[config.mk]
export PLATFORM = sky130hd
export DESIGN_NAME = utf8_and_cyrillic_encoding_detect_unit
export DESIGN_NICKNAME = d
export VERILOG_FILES = /design/src/rtl/u8cyr_pkg.sv /design/src/rtl/utf8_and_cyrillic_encoding_detect_unit.sv
export SDC_FILE = /design/constraint.sdc
export NUM_CORES = 1
export LEC_CHECK = 0
export ABC_AREA = 1
export BUFFER_PORTS_ARGS = -buffer_cell sky130_fd_sc_hd__buf_2
export CAP_MARGIN = 0
export CORE_AREA = 2 2 39 41
export DETAILED_ROUTE_END_ITERATION = 16
export DIE_AREA = 0 0 41 43
export PLACE_DENSITY = 0.74
export SLEW_MARGIN = 0
export SYNTH_ARGS = -nofsm -noshare
export SYNTH_HDL_FRONTEND = slang
export SYNTH_SLANG_ARGS = --single-unit
[constraint.sdc]
create_clock -name clk -period 2.49 [get_ports clk]
set_clock_uncertainty 0.2 [all_clocks]
set_input_delay 0.498 -clock clk [delete_from_list [all_inputs] [get_ports clk]]
set_output_delay 0.498 -clock clk [all_outputs]
set_load 0.02 [all_outputs]
[src/rtl/u8cyr_pkg.sv]
`timescale 1ns / 1ps
// shared constants for the utf-8 / cyrillic encoding detect unit
// no dependencies

package u8cyr_pkg;

  localparam int BYTE_W  = 8;
  localparam int CLASS_W = 2;
  localparam int PEND_W  = 2;

  // byte masks and patterns for lead byte classification
  localparam logic [BYTE_W-1:0] MASK_TOP1 = 8'h80;
  localparam logic [BYTE_W-1:0] MASK_TOP2 = 8'hC0;
  localparam logic [BYTE_W-1:0] MASK_TOP3 = 8'hE0;
  localparam logic [BYTE_W-1:0] MASK_TOP4 = 8'hF0;
  localparam logic [BYTE_W-1:0] MASK_TOP5 = 8'hF8;

  localparam logic [BYTE_W-1:0] PAT_CONT  = 8'h80;
  localparam logic [BYTE_W-1:0] PAT_LEAD2 = 8'hC0;
  localparam logic [BYTE_W-1:0] PAT_LEAD3 = 8'hE0;
  localparam logic [BYTE_W-1:0] PAT_LEAD4 = 8'hF0;

  // range limits for the single-byte code page flags
  localparam logic [BYTE_W-1:0] DOS_LO1  = 8'h80;
  localparam logic [BYTE_W-1:0] DOS_HI1  = 8'hAF;
  localparam logic [BYTE_W-1:0] DOS_LO2  = 8'hE0;
  localparam logic [BYTE_W-1:0] DOS_HI2  = 8'hEF;
  localparam logic [BYTE_W-1:0] HIGH_LO  = 8'hC0;
  localparam logic [BYTE_W-1:0] CYR_YO_U = 8'hA8;
  localparam logic [BYTE_W-1:0] CYR_YO_L = 8'hB8;

  // report style register values
  localparam logic STYLE_NAMED   = 1'b0;
  localparam logic STYLE_NUMERIC = 1'b1;

  // named verdict codes
  localparam logic [CLASS_W-1:0] VERDICT_UTF8  = 2'd0;
  localparam logic [CLASS_W-1:0] VERDICT_CP866 = 2'd1;
  localparam logic [CLASS_W-1:0] VERDICT_WIN   = 2'd2;
  localparam logic [CLASS_W-1:0] VERDICT_KOI8R = 2'd3;

  // numeric code values
  localparam logic [CLASS_W-1:0] CODE_ASCII    = 2'd0;
  localparam logic [CLASS_W-1:0] CODE_UTF8     = 2'd1;
  localparam logic [CLASS_W-1:0] CODE_CYRILLIC = 2'd2;

  // continuation counts due after a lead byte
  localparam logic [PEND_W-1:0] PEND_NONE = 2'd0;
  localparam logic [PEND_W-1:0] PEND_ONE  = 2'd1;
  localparam logic [PEND_W-1:0] PEND_TWO  = 2'd2;
  localparam logic [PEND_W-1:0] PEND_THREE = 2'd3;

endpackage

[src/rtl/utf8_and_cyrillic_encoding_detect_unit.sv]
`timescale 1ns / 1ps
// top level of the utf-8 / cyrillic encoding detect unit
// depends on u8cyr_pkg

// Takes one string byte per cycle on the input channel, with no bubbles: a
// byte transfer updates the utf-8 structure check and the sticky code page
// flags in the same cycle. A zero byte ends the string; its result (encoding
// class and utf-8 valid bit) appears in the output register on the next
// cycle, and the string state is cleared so the next string's first byte
// can follow right behind the terminator. The input stalls only while a
// result sits in the output register and the output side is not taking it.
// The user must write report_style through the configuration channel only while idle; the block does not enforce this.
module utf8_and_cyrillic_encoding_detect_unit (
  input  logic                            clk,
  input  logic                            rst,
  input  logic                            in_valid,
  output logic                            in_ready,
  input  logic [u8cyr_pkg::BYTE_W-1:0]    input_byte,
  output logic                            out_valid,
  input  logic                            out_ready,
  output logic [u8cyr_pkg::CLASS_W-1:0]   encoding_class,
  output logic                            utf8_valid,
  input  logic                            cfg_valid,
  output logic                            cfg_ready,
  input  logic                            cfg_data
);

  logic                           report_style;
  logic [u8cyr_pkg::PEND_W-1:0]   pending;
  logic                           utf8_failed;
  logic                           saw_dos_range;
  logic                           saw_high_range;
  logic                           saw_cyrillic;

  logic [u8cyr_pkg::PEND_W-1:0]   pending_next;
  logic                           utf8_failed_next;
  logic                           dos_hit;
  logic                           high_hit;
  logic                           cyr_hit;
  logic                           in_xfer;
  logic                           is_term;
  logic                           str_valid;
  logic [u8cyr_pkg::CLASS_W-1:0]  class_next;

  assign in_ready  = !out_valid || out_ready;
  assign in_xfer   = in_valid && in_ready;
  assign is_term   = (input_byte == '0);
  assign cfg_ready = 1'b1;

  // structure check for a non-terminator byte
  always_comb begin
    pending_next     = pending;
    utf8_failed_next = utf8_failed;
    if (!utf8_failed) begin
      if (pending != u8cyr_pkg::PEND_NONE) begin
        if ((input_byte & u8cyr_pkg::MASK_TOP2) == u8cyr_pkg::PAT_CONT) begin
          pending_next = pending - u8cyr_pkg::PEND_ONE;
        end else begin
          utf8_failed_next = 1'b1;
          pending_next     = u8cyr_pkg::PEND_NONE;
        end
      end else if ((input_byte & u8cyr_pkg::MASK_TOP1) == '0) begin
        pending_next = u8cyr_pkg::PEND_NONE;
      end else if ((input_byte & u8cyr_pkg::MASK_TOP3) == u8cyr_pkg::PAT_LEAD2) begin
        pending_next = u8cyr_pkg::PEND_ONE;
      end else if ((input_byte & u8cyr_pkg::MASK_TOP4) == u8cyr_pkg::PAT_LEAD3) begin
        pending_next = u8cyr_pkg::PEND_TWO;
      end else if ((input_byte & u8cyr_pkg::MASK_TOP5) == u8cyr_pkg::PAT_LEAD4) begin
        pending_next = u8cyr_pkg::PEND_THREE;
      end else begin
        // stray continuation or 0xf8 and up as a lead
        utf8_failed_next = 1'b1;
      end
    end
  end

  assign dos_hit  = ((input_byte >= u8cyr_pkg::DOS_LO1) && (input_byte <= u8cyr_pkg::DOS_HI1))
                 || ((input_byte >= u8cyr_pkg::DOS_LO2) && (input_byte <= u8cyr_pkg::DOS_HI2));
  assign high_hit = (input_byte >= u8cyr_pkg::HIGH_LO);
  assign cyr_hit  = high_hit || (input_byte == u8cyr_pkg::CYR_YO_U)
                 || (input_byte == u8cyr_pkg::CYR_YO_L);

  // verdict on the terminator
  assign str_valid = !utf8_failed && (pending == u8cyr_pkg::PEND_NONE);

  always_comb begin
    if (report_style == u8cyr_pkg::STYLE_NAMED) begin
      if (str_valid) begin
        class_next = u8cyr_pkg::VERDICT_UTF8;
      end else if (saw_dos_range && !saw_high_range) begin
        class_next = u8cyr_pkg::VERDICT_CP866;
      end else if (saw_high_range && saw_dos_range) begin
        class_next = u8cyr_pkg::VERDICT_KOI8R;
      end else begin
        // high range only, or no flag at all
        class_next = u8cyr_pkg::VERDICT_WIN;
      end
    end else begin
      if (str_valid) begin
        class_next = u8cyr_pkg::CODE_UTF8;
      end else if (saw_cyrillic) begin
        class_next = u8cyr_pkg::CODE_CYRILLIC;
      end else begin
        class_next = u8cyr_pkg::CODE_ASCII;
      end
    end
  end

  always_ff @(posedge clk) begin
    if (rst) begin
      report_style <= u8cyr_pkg::STYLE_NAMED;
    end else if (cfg_valid && cfg_ready) begin
      report_style <= cfg_data;
    end
  end

  always_ff @(posedge clk) begin
    if (rst) begin
      pending        <= u8cyr_pkg::PEND_NONE;
      utf8_failed    <= 1'b0;
      saw_dos_range  <= 1'b0;
      saw_high_range <= 1'b0;
      saw_cyrillic   <= 1'b0;
    end else if (in_xfer) begin
      if (is_term) begin
        pending        <= u8cyr_pkg::PEND_NONE;
        utf8_failed    <= 1'b0;
        saw_dos_range  <= 1'b0;
        saw_high_range <= 1'b0;
        saw_cyrillic   <= 1'b0;
      end else begin
        pending        <= pending_next;
        utf8_failed    <= utf8_failed_next;
        saw_dos_range  <= saw_dos_range || dos_hit;
        saw_high_range <= saw_high_range || high_hit;
        saw_cyrillic   <= saw_cyrillic || cyr_hit;
      end
    end
  end

  // output register
  always_ff @(posedge clk) begin
    if (rst) begin
      out_valid <= 1'b0;
    end else if (in_xfer && is_term) begin
      out_valid <= 1'b1;
    end else if (out_ready) begin
      out_valid <= 1'b0;
    end
  end

  always_ff @(posedge clk) begin
    if (in_xfer && is_term) begin
      encoding_class <= class_next;
      utf8_valid     <= str_valid;
    end
  end

endmodule

---- Yosys cells after proc, flatten, opt, wreduce, memory -nomap -nowiden ----
Index checks and enable logic that the tools add are counted.
storage, ports and cells
  register bits ........................... 11
  output and inout port bits .............. 6
cells by class
  $add $sub $neg .......................... 1
  $lt $le $gt $ge ......................... 5
  equal/unequal tests ..................... 7
  muxes and demuxes ....................... 27
  reduce and logical (&&, ||, !) cells .... 24
operator list
  kind                 count
  $mux 2               13
  $ge 8x8->1 const B   3
  $eq 8x8->1 const B   2
  $le 8x8->1 const B   2
  $logic_not 8->1      2
  $mux 1               14
  $logic_and 1x1->1    7
  $logic_or 1x1->1     7
  $reduce_bool 6->1    1
  $eq 5x5->1 const B   1
  $eq 4x4->1 const B   1
  $reduce_bool 2->1    2
  $eq 3x3->1 const B   1
  $logic_not 1->1      3
  $reduce_and 3->1     1
  $eq 2x2->1 const B   1
  $logic_not 2->1      1
  $ne 2x1->1 const B   1
  $sub 2x1->2 const B  1

---- Longest topological paths before layout ----
Gate-level depths: netlist (run 1).
  depth in word-level cells ............... 8
  gate-level depth with buffers ........... 9
  mapped depth without buffers ............ 9

---- Worst setup path before layout (run 1) ----
Ideal clock, no wire load.
  path kind ............................... input-to-reg
  from .................................... input out_ready
  to ...................................... register encoding_class[0] (netlist name), enable pin
  setup time .............................. 0.299 ns
  arrival time ............................ 1.083 ns
  path slack .............................. 0.908 ns
  cell stages on the path ................. 6
  buffers on the path ..................... 0
  cells stage by stage .................... inv_1 > nand2_1 > nand2_1 > inv_2 > nand2_4 > inv_1
on the way
  cells in the longest elaborated chain, start to end .. 3
RTL lines
  item                    RTL line                                       text
  start: declaration      utf8_and_cyrillic_encoding_detect_unit.sv:20   input logic out_ready,
  $logic_or 1x1->1        utf8_and_cyrillic_encoding_detect_unit.sv:45   assign in_ready = !out_valid || out_ready;
  named net in_ready      utf8_and_cyrillic_encoding_detect_unit.sv:17   output logic in_ready,
  $logic_and 1x1->1       utf8_and_cyrillic_encoding_detect_unit.sv:46   assign in_xfer = in_valid && in_ready;
  $logic_and 1x1->1       utf8_and_cyrillic_encoding_detect_unit.sv:153  if (in_xfer && is_term) begin
  end signal: assignment  utf8_and_cyrillic_encoding_detect_unit.sv:154  encoding_class <= class_next;
  end: declaration        utf8_and_cyrillic_encoding_detect_unit.sv:21   output logic [u8cyr_pkg::CLASS_W-1:0] encoding_class,
The timed path passes the listed nets, and every way through them passes these cells.
A chain may end at the register's enable or synchronous reset.

---- Worst setup path after layout (run 1) ----
  from .................................... register pending[0] (netlist name)
  to ...................................... register encoding_class[0] (netlist name) (data pin)
on the way
  cells in the longest elaborated chain, start to end .. 4
  elaborated cells on any way between the ends .. 5
  those cells by class .................... 3 x mux; 2 x reduce/logical
RTL lines
  item                            RTL line                                                                                    text
  start: declaration              utf8_and_cyrillic_encoding_detect_unit.sv:29                                                logic [u8cyr_pkg::PEND_W-1:0] pending;
  start signal: assignment        utf8_and_cyrillic_encoding_detect_unit.sv:119                                               pending <= u8cyr_pkg::PEND_NONE;
  start signal: assignment        utf8_and_cyrillic_encoding_detect_unit.sv:126                                               pending <= u8cyr_pkg::PEND_NONE;
  start signal: assignment        utf8_and_cyrillic_encoding_detect_unit.sv:132                                               pending <= pending_next;
  $logic_not 2->1 (*)             utf8_and_cyrillic_encoding_detect_unit.sv:84                                                assign str_valid = !utf8_failed && (pending == u8cyr_pkg::PEND_NONE);
  $logic_and 1x1->1 (*)           utf8_and_cyrillic_encoding_detect_unit.sv:84
  named net str_valid             utf8_and_cyrillic_encoding_detect_unit.sv:42                                                logic str_valid;
  $mux 2 (on tied branches)       utf8_and_cyrillic_encoding_detect_unit.sv:88, utf8_and_cyrillic_encoding_detect_unit.sv:99
  $mux 2 (*)                      utf8_and_cyrillic_encoding_detect_unit.sv:87                                                if (report_style == u8cyr_pkg::STYLE_NAMED) begin
  named net class_next (one bit)  utf8_and_cyrillic_encoding_detect_unit.sv:43                                                logic [u8cyr_pkg::CLASS_W-1:0] class_next;
The timed path passes the listed nets; every way through them passes the cells marked *.

==> flow_metrics.tcl, run 1 <==
set metrics [dict create \
    outcome "finished clean" \
    crit_required_ns 2.31 \
    track_usage 0.173 \
    grt_use_met2 0.294 \
    synth.area.top_cells "dfxtp_1, edfxtp_1, nand2_1" \
    post_cts_resized 0 \
    post-route-util 0.540 \
    hold_ws_ns 0.211 \
    port_buffers 18 \
    wirelength_um 1170 \
    grt_pass1_vias 569 \
    htree_num_levels 1 \
    synthDominantCellAreaShare 0.259 \
    final_common_cell "nand2_1" \
    clock_sinks 11 \
    setup_tns_ns 0 \
    min_path_type "in2reg" \
    finalCritPeriodShare 0.634 \
    area_delta_synth_final_pct 20.9 \
    antenna_cells 0 \
    p_leak_nw 0.382 \
    cts_hold_buf 0 \
    synthesis.area_um2 618 \
    critical_path_arrival_ns 1.39 \
    final_cell_area_um2 747 \
    power_per_cell_area_nw_per_um2 555 \
    dieArea_um2 1760 \
    dr.pass1.iters 4 \
    mostFrequentLayoutCells "nand2_1, buf_2, nor2_1, inv_1, dfxtp_1" \
    drive_gt1_frac 0.300 \
    core-area_um2 1380 \
    cp-end-kind "flip-flop" \
    start_util 0.447 \
    met3_usage 0.0942 \
    cts_inserted_buffers 3 \
    syn_inst 89 \
    die_w_um 41 \
    antenna_found_initial 0 \
    ys_seq_elements 11 \
    syn-num-nets 104 \
    critPathKind "reg2reg" \
    ys_seq_area_frac 0.405 \
    grt_first_pass_wirelength_um 2150 \
    hold_viol 0 \
    vdd.ir_drop.worst_mv 0.429 \
    worstSkewPairLatency_ns 0.26 \
    rsz0062_at_grt "no" \
    place.gp.congestion 0.819 \
    clkTransAtPathRegs_ns 0.07 \
    postCtsSetupBuffers 0 \
    cp-start-kind "flip-flop" \
    hold_start "rst" \
    clockBufferDepth 2 \
    post_dp_cell_area_um2 721 \
    fp.dieH_um 43 \
    r2r-start "pending[0]$_SDFFE_PP0P_" \
    dpl.hpwl_um 998 \
    cts_root_buffer "clkbuf_4" \
    fmax_mhz 633 \
    drtIter0Drc 5 \
    ys_types 23 \
    fin_cells 126 \
    slew_viol_final 0 \
    cts_tree "done" \
    wl_per_cell_um 9.32 \
    cp-startpoint "pending[0]$_SDFFE_PP0P_" \
    yosysWarningCount 0 \
    gr-total-overflow 0 \
    grt_max_degree 8 \
    synth.largest_area_cell "dfxtp_1" \
    syn_area_per_cell_um2 6.94 \
    vias 625 \
    dpl.cell_count 122 \
    ant_nets 0 \
    grt-busiest-layer "met2" \
    setup-violations-final 0 \
    cap_viol_max_count 0 \
    met1_usage 0.194 \
    route.detailed.drc 0 \
    nets 126 \
    io_pins 20 \
    row_count 14 \
    finalCriticalPeriod_ns 1.58 \
    critPathMaxFanout 6 \
    viasPerCell 4.96 \
]
-- critical path: stages (launching register included) --
cell and delay, ns:
dfxtp_1 0.31, inv_2 0.06, ha_1 0.17, inv_2 0.07
nor2_1 0.18, mux2_1 0.34
-- path summary, 6_finish.rpt --
check / slack (ns) / end / depth (start not counted)
hold / removal: 0.21 / out_valid$_SDFFE_PP0P_ / 2
setup reg to reg: 0.91 / encoding_class[0]$_DFFE_PP_ / 5
setup / recovery: 0.91 / encoding_class[0]$_DFFE_PP_ / 5
hold reg to reg: 0.26 / saw_dos_range$_SDFFE_PP0P_ / 2
-- power by group --
part	internal [mW]	switching, mW
Sequential	0.196	0.00510
Clock	0.0619	0.0556
Combinational	0.0375	0.0579
Total	0.296	0.119
-- layer usage --
layer	share of wire	routed length [µm]	up-vias
met5	0	0	-
met4	0	0	0
met3	0.060	70	0
met2	0.49	579	15
met1	0.45	524	285
li1	-	-	325
-- synth_stat cells (all sizes together) --
| cell | n |
|---|---|
| nand2 | 22 |
| nor2 | 15 |
| inv | 14 |
| dfxtp | 8 |
| a21oi | 5 |
| nand3 | 5 |
| o21ai | 5 |
| clkinv | 3 |
| edfxtp | 3 |
| nand4 | 2 |
| a221oi | 1 |
| a31oi | 1 |
| buf | 1 |
| conb | 1 |
| ha | 1 |
| mux2 | 1 |
| nor3 | 1 |
-- cells by family (layout without fill, tap and decap cells) --
| group | Yosys count | after routing | share of synthesized area |
|---|---|---|---|
| simple gates | 45 | 45 | 0.330 |
| buf+inv | 18 | 39 | 0.115 |
| compound gates | 12 | 12 | 0.105 |
| flops | 11 | 11 | 0.405 |
| fa+ha+maj | 1 | 1 | 0.0202 |
| other cells | 1 | 1 | 0.00607 |
| mux | 1 | 1 | 0.0182 |
-- sequential cells by signal (all words and copies together) (netlist names) --
register and flops:
saw_dos_range 1, pending 2, encoding_class 2, utf8_valid 1, saw_high_range 1, out_valid 1
utf8_failed 1, saw_cyrillic 1, report_style 1
-- per-stage QoR --
step,worst slack [ns],total power [mW]
floorplan,0.908,0.275
global placement,0.851,0.299
detailed placement,0.835,0.302
CTS,0.891,0.422
global route,0.804,0.448
finish,0.911,0.414
-- layout make-up --
class / count / area, µm²
Tap cell: 16 / 20.0
Fill cell: 147 / 637
Multi-Input combinational cell: 60 / 297
Clock buffer: 4 / 26.3
Timing Repair Buffer: 18 / 90.1
Sequential cell: 11 / 250
Inverter: 17 / 63.8
No activity file was read; power rests on OpenSTA's default activity.
==> inputs of run 2 (changes only) <==
ABC_AREA = 0   (was 1)
CORE_AREA = default   (was 2 2 39 41)
CORE_MARGIN = 1.5   (was default)
CORE_UTILIZATION = 43   (was default)
DIE_AREA = default   (was 0 0 41 43)
PLACE_DENSITY = 0.72   (was 0.74)
clock period = 1.4 ns   (was 2.49 ns; I/O delays follow)
==> run 2 against run 1 <==
  * The run now ends with negative setup slack left
  * Worst setup slack worse by 1.1 ns
  * Clock power up 89%
  * Worst hold slack worse by 0.17 ns
  * Maximum frequency down 2.1%
  * Synthesized cell count down 24%
  * Power up 85%
  * Cell count down 11%
  * Final area up 19%
==> flow_metrics.tcl, run 2 <==
set metrics [dict create \
    min_path_type "in2reg" \
    grt_max_degree 8 \
    yosysWarningCount 0 \
    htree_num_levels 1 \
    antenna_found_initial 0 \
    synthTopCellsByCount "dfxtp_1, a21oi_1, inv_1" \
    setup-violations-final 3 \
    synth_edf_count 3 \
    cts_root_buffer "clkbuf_4" \
    cp_slowest_stage_delay_ns 0.34 \
    post_dp_cell_area_um2 795 \
    cp-end-kind "flip-flop" \
    final_cell_area_um2 891 \
    cap_viol_max_count 0 \
    p_leak_nw 0.392 \
    syn_inst 68 \
    place.gp.congestion 0.867 \
    die_w_um 41.1 \
    yosysMostFrequentCell "dfxtp_1" \
    power_per_cell_area_nw_per_um2 859 \
    area_delta_synth_final_pct 42.4 \
    crit_required_ns 1.40 \
    slew_viol_final 0 \
    cp-start-kind "flip-flop" \
    hold_viol 0 \
    clock_sinks 11 \
    critPathMaxFanout 4 \
    reg_top3 "encoding_class: 2 flops, pending: 2 flops" \
    clkTransAtPathRegs_ns 0.07 \
    syn_area_per_cell_um2 9.20 \
    cp_cell_sequence "inv_2 > ha_4 > and3b_2 > a311oi_4 > o2111ai_1 > a21oi_1" \
    drtIter0Drc 20 \
    worstSkewPairLatency_ns 0.28 \
    finalCriticalPeriod_ns 1.61 \
    wl_per_cell_um 14.1 \
    ys_seq_elements 11 \
    nets 113 \
    ant_nets 0 \
    finalCritPeriodShare 1.15 \
    final_common_cell "buf_2" \
    synthDominantCellAreaShare 0.256 \
    mostFrequentLayoutCells "buf_2, buf_4, a21oi_1, dfxtp_1" \
    fmax_mhz 620 \
    start_util 0.469 \
    rsz0062_at_grt "yes" \
    ys_seq_area_frac 0.400 \
    wirelength_um 1580 \
    track_usage 0.242 \
    dieArea_um2 1690 \
    violations "negative setup slack" \
    vdd.ir_drop.worst_mv 0.385 \
    io_pins 20 \
    synth.largest_area_cell "dfxtp_1" \
    port_buffers 18 \
    drive_gt1_frac 0.485 \
    core-area_um2 1330 \
    grt_pass1_vias 581 \
    viasPerCell 5.54 \
    outcome "finished with violations" \
    syn-num-nets 83 \
    setup_ws_ns -0.213 \
    row_count 13 \
    synth.area.top_cells "dfxtp_1, edfxtp_1, a21oi_1" \
    async_flop_share 0 \
    critPathKind "reg2reg" \
    cts_hold_buf 0 \
    synthesis.area_um2 626 \
    grt_first_pass_wirelength_um 2560 \
    synth-main-ff-cell "dfxtp_1" \
    ys_types 31 \
    fp.dieH_um 41.1 \
    setup_tns_ns -0.442 \
    cp_slowest_cell "dfxtp_2" \
    critical_path_arrival_ns 1.61 \
    antenna_cells 0 \
    dr.pass1.iters 4 \
    cts_inserted_buffers 3 \
    clockBufferDepth 2 \
    dpl.hpwl_um 1140 \
    vias 620 \
    cts_tree "done" \
    route.detailed.drc 0 \
    gr-total-overflow 0 \
]
-- run 2: changes by cell type after synthesis, sizes merged, moves of 3 or more --
cell / previous run / this run
nand2: 22 / 2
nand3: 5 / 0
inv: 14 / 6
nand2b: 0 / 4
nor2: 15 / 3
clkinv: 3 / 0
-- run 2: per-layer routing --
layer | global-route usage | up-vias | share of wire
met5 | 0 | - | 0
li1 | - | 307 | -
met2 | 0.410 | 21 | 0.50
met3 | 0.0815 | 6 | 0.058
met1 | 0.275 | 286 | 0.42
met4 | 0.0968 | 0 | 0.025
-- run 2: timing repair --
item	4_1_cts	5_1_grt
endpoints found under the setup margin	4	9
resized for setup	6	5
pin swaps	5	5
setup buffers	2	1
-- run 2: area by class of cell --
class | count | area, µm²
flip-flops and latches | 11 | 254
well taps | 15 | 18.8
repair buffers | 28 | 171
clock buffers | 4 | 26.3
inverters | 6 | 22.5
fillers | 116 | 443
multi-input cells | 48 | 398
-- run 2: metrics by stage --
step                cells  power (mW)  setup slack, ns  hold slack (ns)   util
floorplan              68       0.454           -0.141            0.142      -
global placement      105       0.508           -0.191            0.259  0.596
detailed placement    105       0.510           -0.230            0.259  0.596
CTS                   111       0.749           -0.162           0.0361  0.644
global route          112       0.808           -0.302           0.0569  0.668
finish                112       0.765           -0.213           0.0454  0.668
-- run 2: cells by family after synthesis --
kind of cell | synth area share
AO/OA/AOI/OAI | 0.238
flip-flops | 0.400
buffers and inverters | 0.0680
other | 0.00599
adder cells (fa/ha/maj) | 0.0200
multiplexers | 0.0160
AND/OR/NAND/NOR | 0.252
-- run 2: power by group --
| group | internal [mW] | total (mW) | leakage, nW | switching, mW |
|---|---|---|---|---|
| registers | 0.342 | 0.355 | 0.0937 | 0.0128 |
| clock network | 0.111 | 0.223 | 0.0150 | 0.113 |
| logic | 0.0984 | 0.186 | 0.283 | 0.0879 |
-- run 2: path summary, 6_finish.rpt --
| check | from | to | slack, ns | depth (start not counted) |
|---|---|---|---|---|
| worst max-delay path | pending[1]$_SDFFE_PP0P_ | pending[1]$_SDFFE_PP0P_ | -0.21 | 6 |
| worst min register to register | saw_cyrillic$_SDFFE_PP0P_ | saw_cyrillic$_SDFFE_PP0P_ | 0.28 | 1 |
| worst min-delay path | rst | pending[0]$_SDFFE_PP0P_ | 0.05 | 2 |
| worst max register to register | pending[1]$_SDFFE_PP0P_ | pending[1]$_SDFFE_PP0P_ | -0.21 | 6 |
-- run 2: worst max-delay path, delay by kind of cell (launching register included) --
kind            cells  cell delay (ns)
simple gates        1             0.22
compound gates      3             0.57
flops               1             0.34
buf+inv             1             0.04
fa+ha+maj           1             0.16
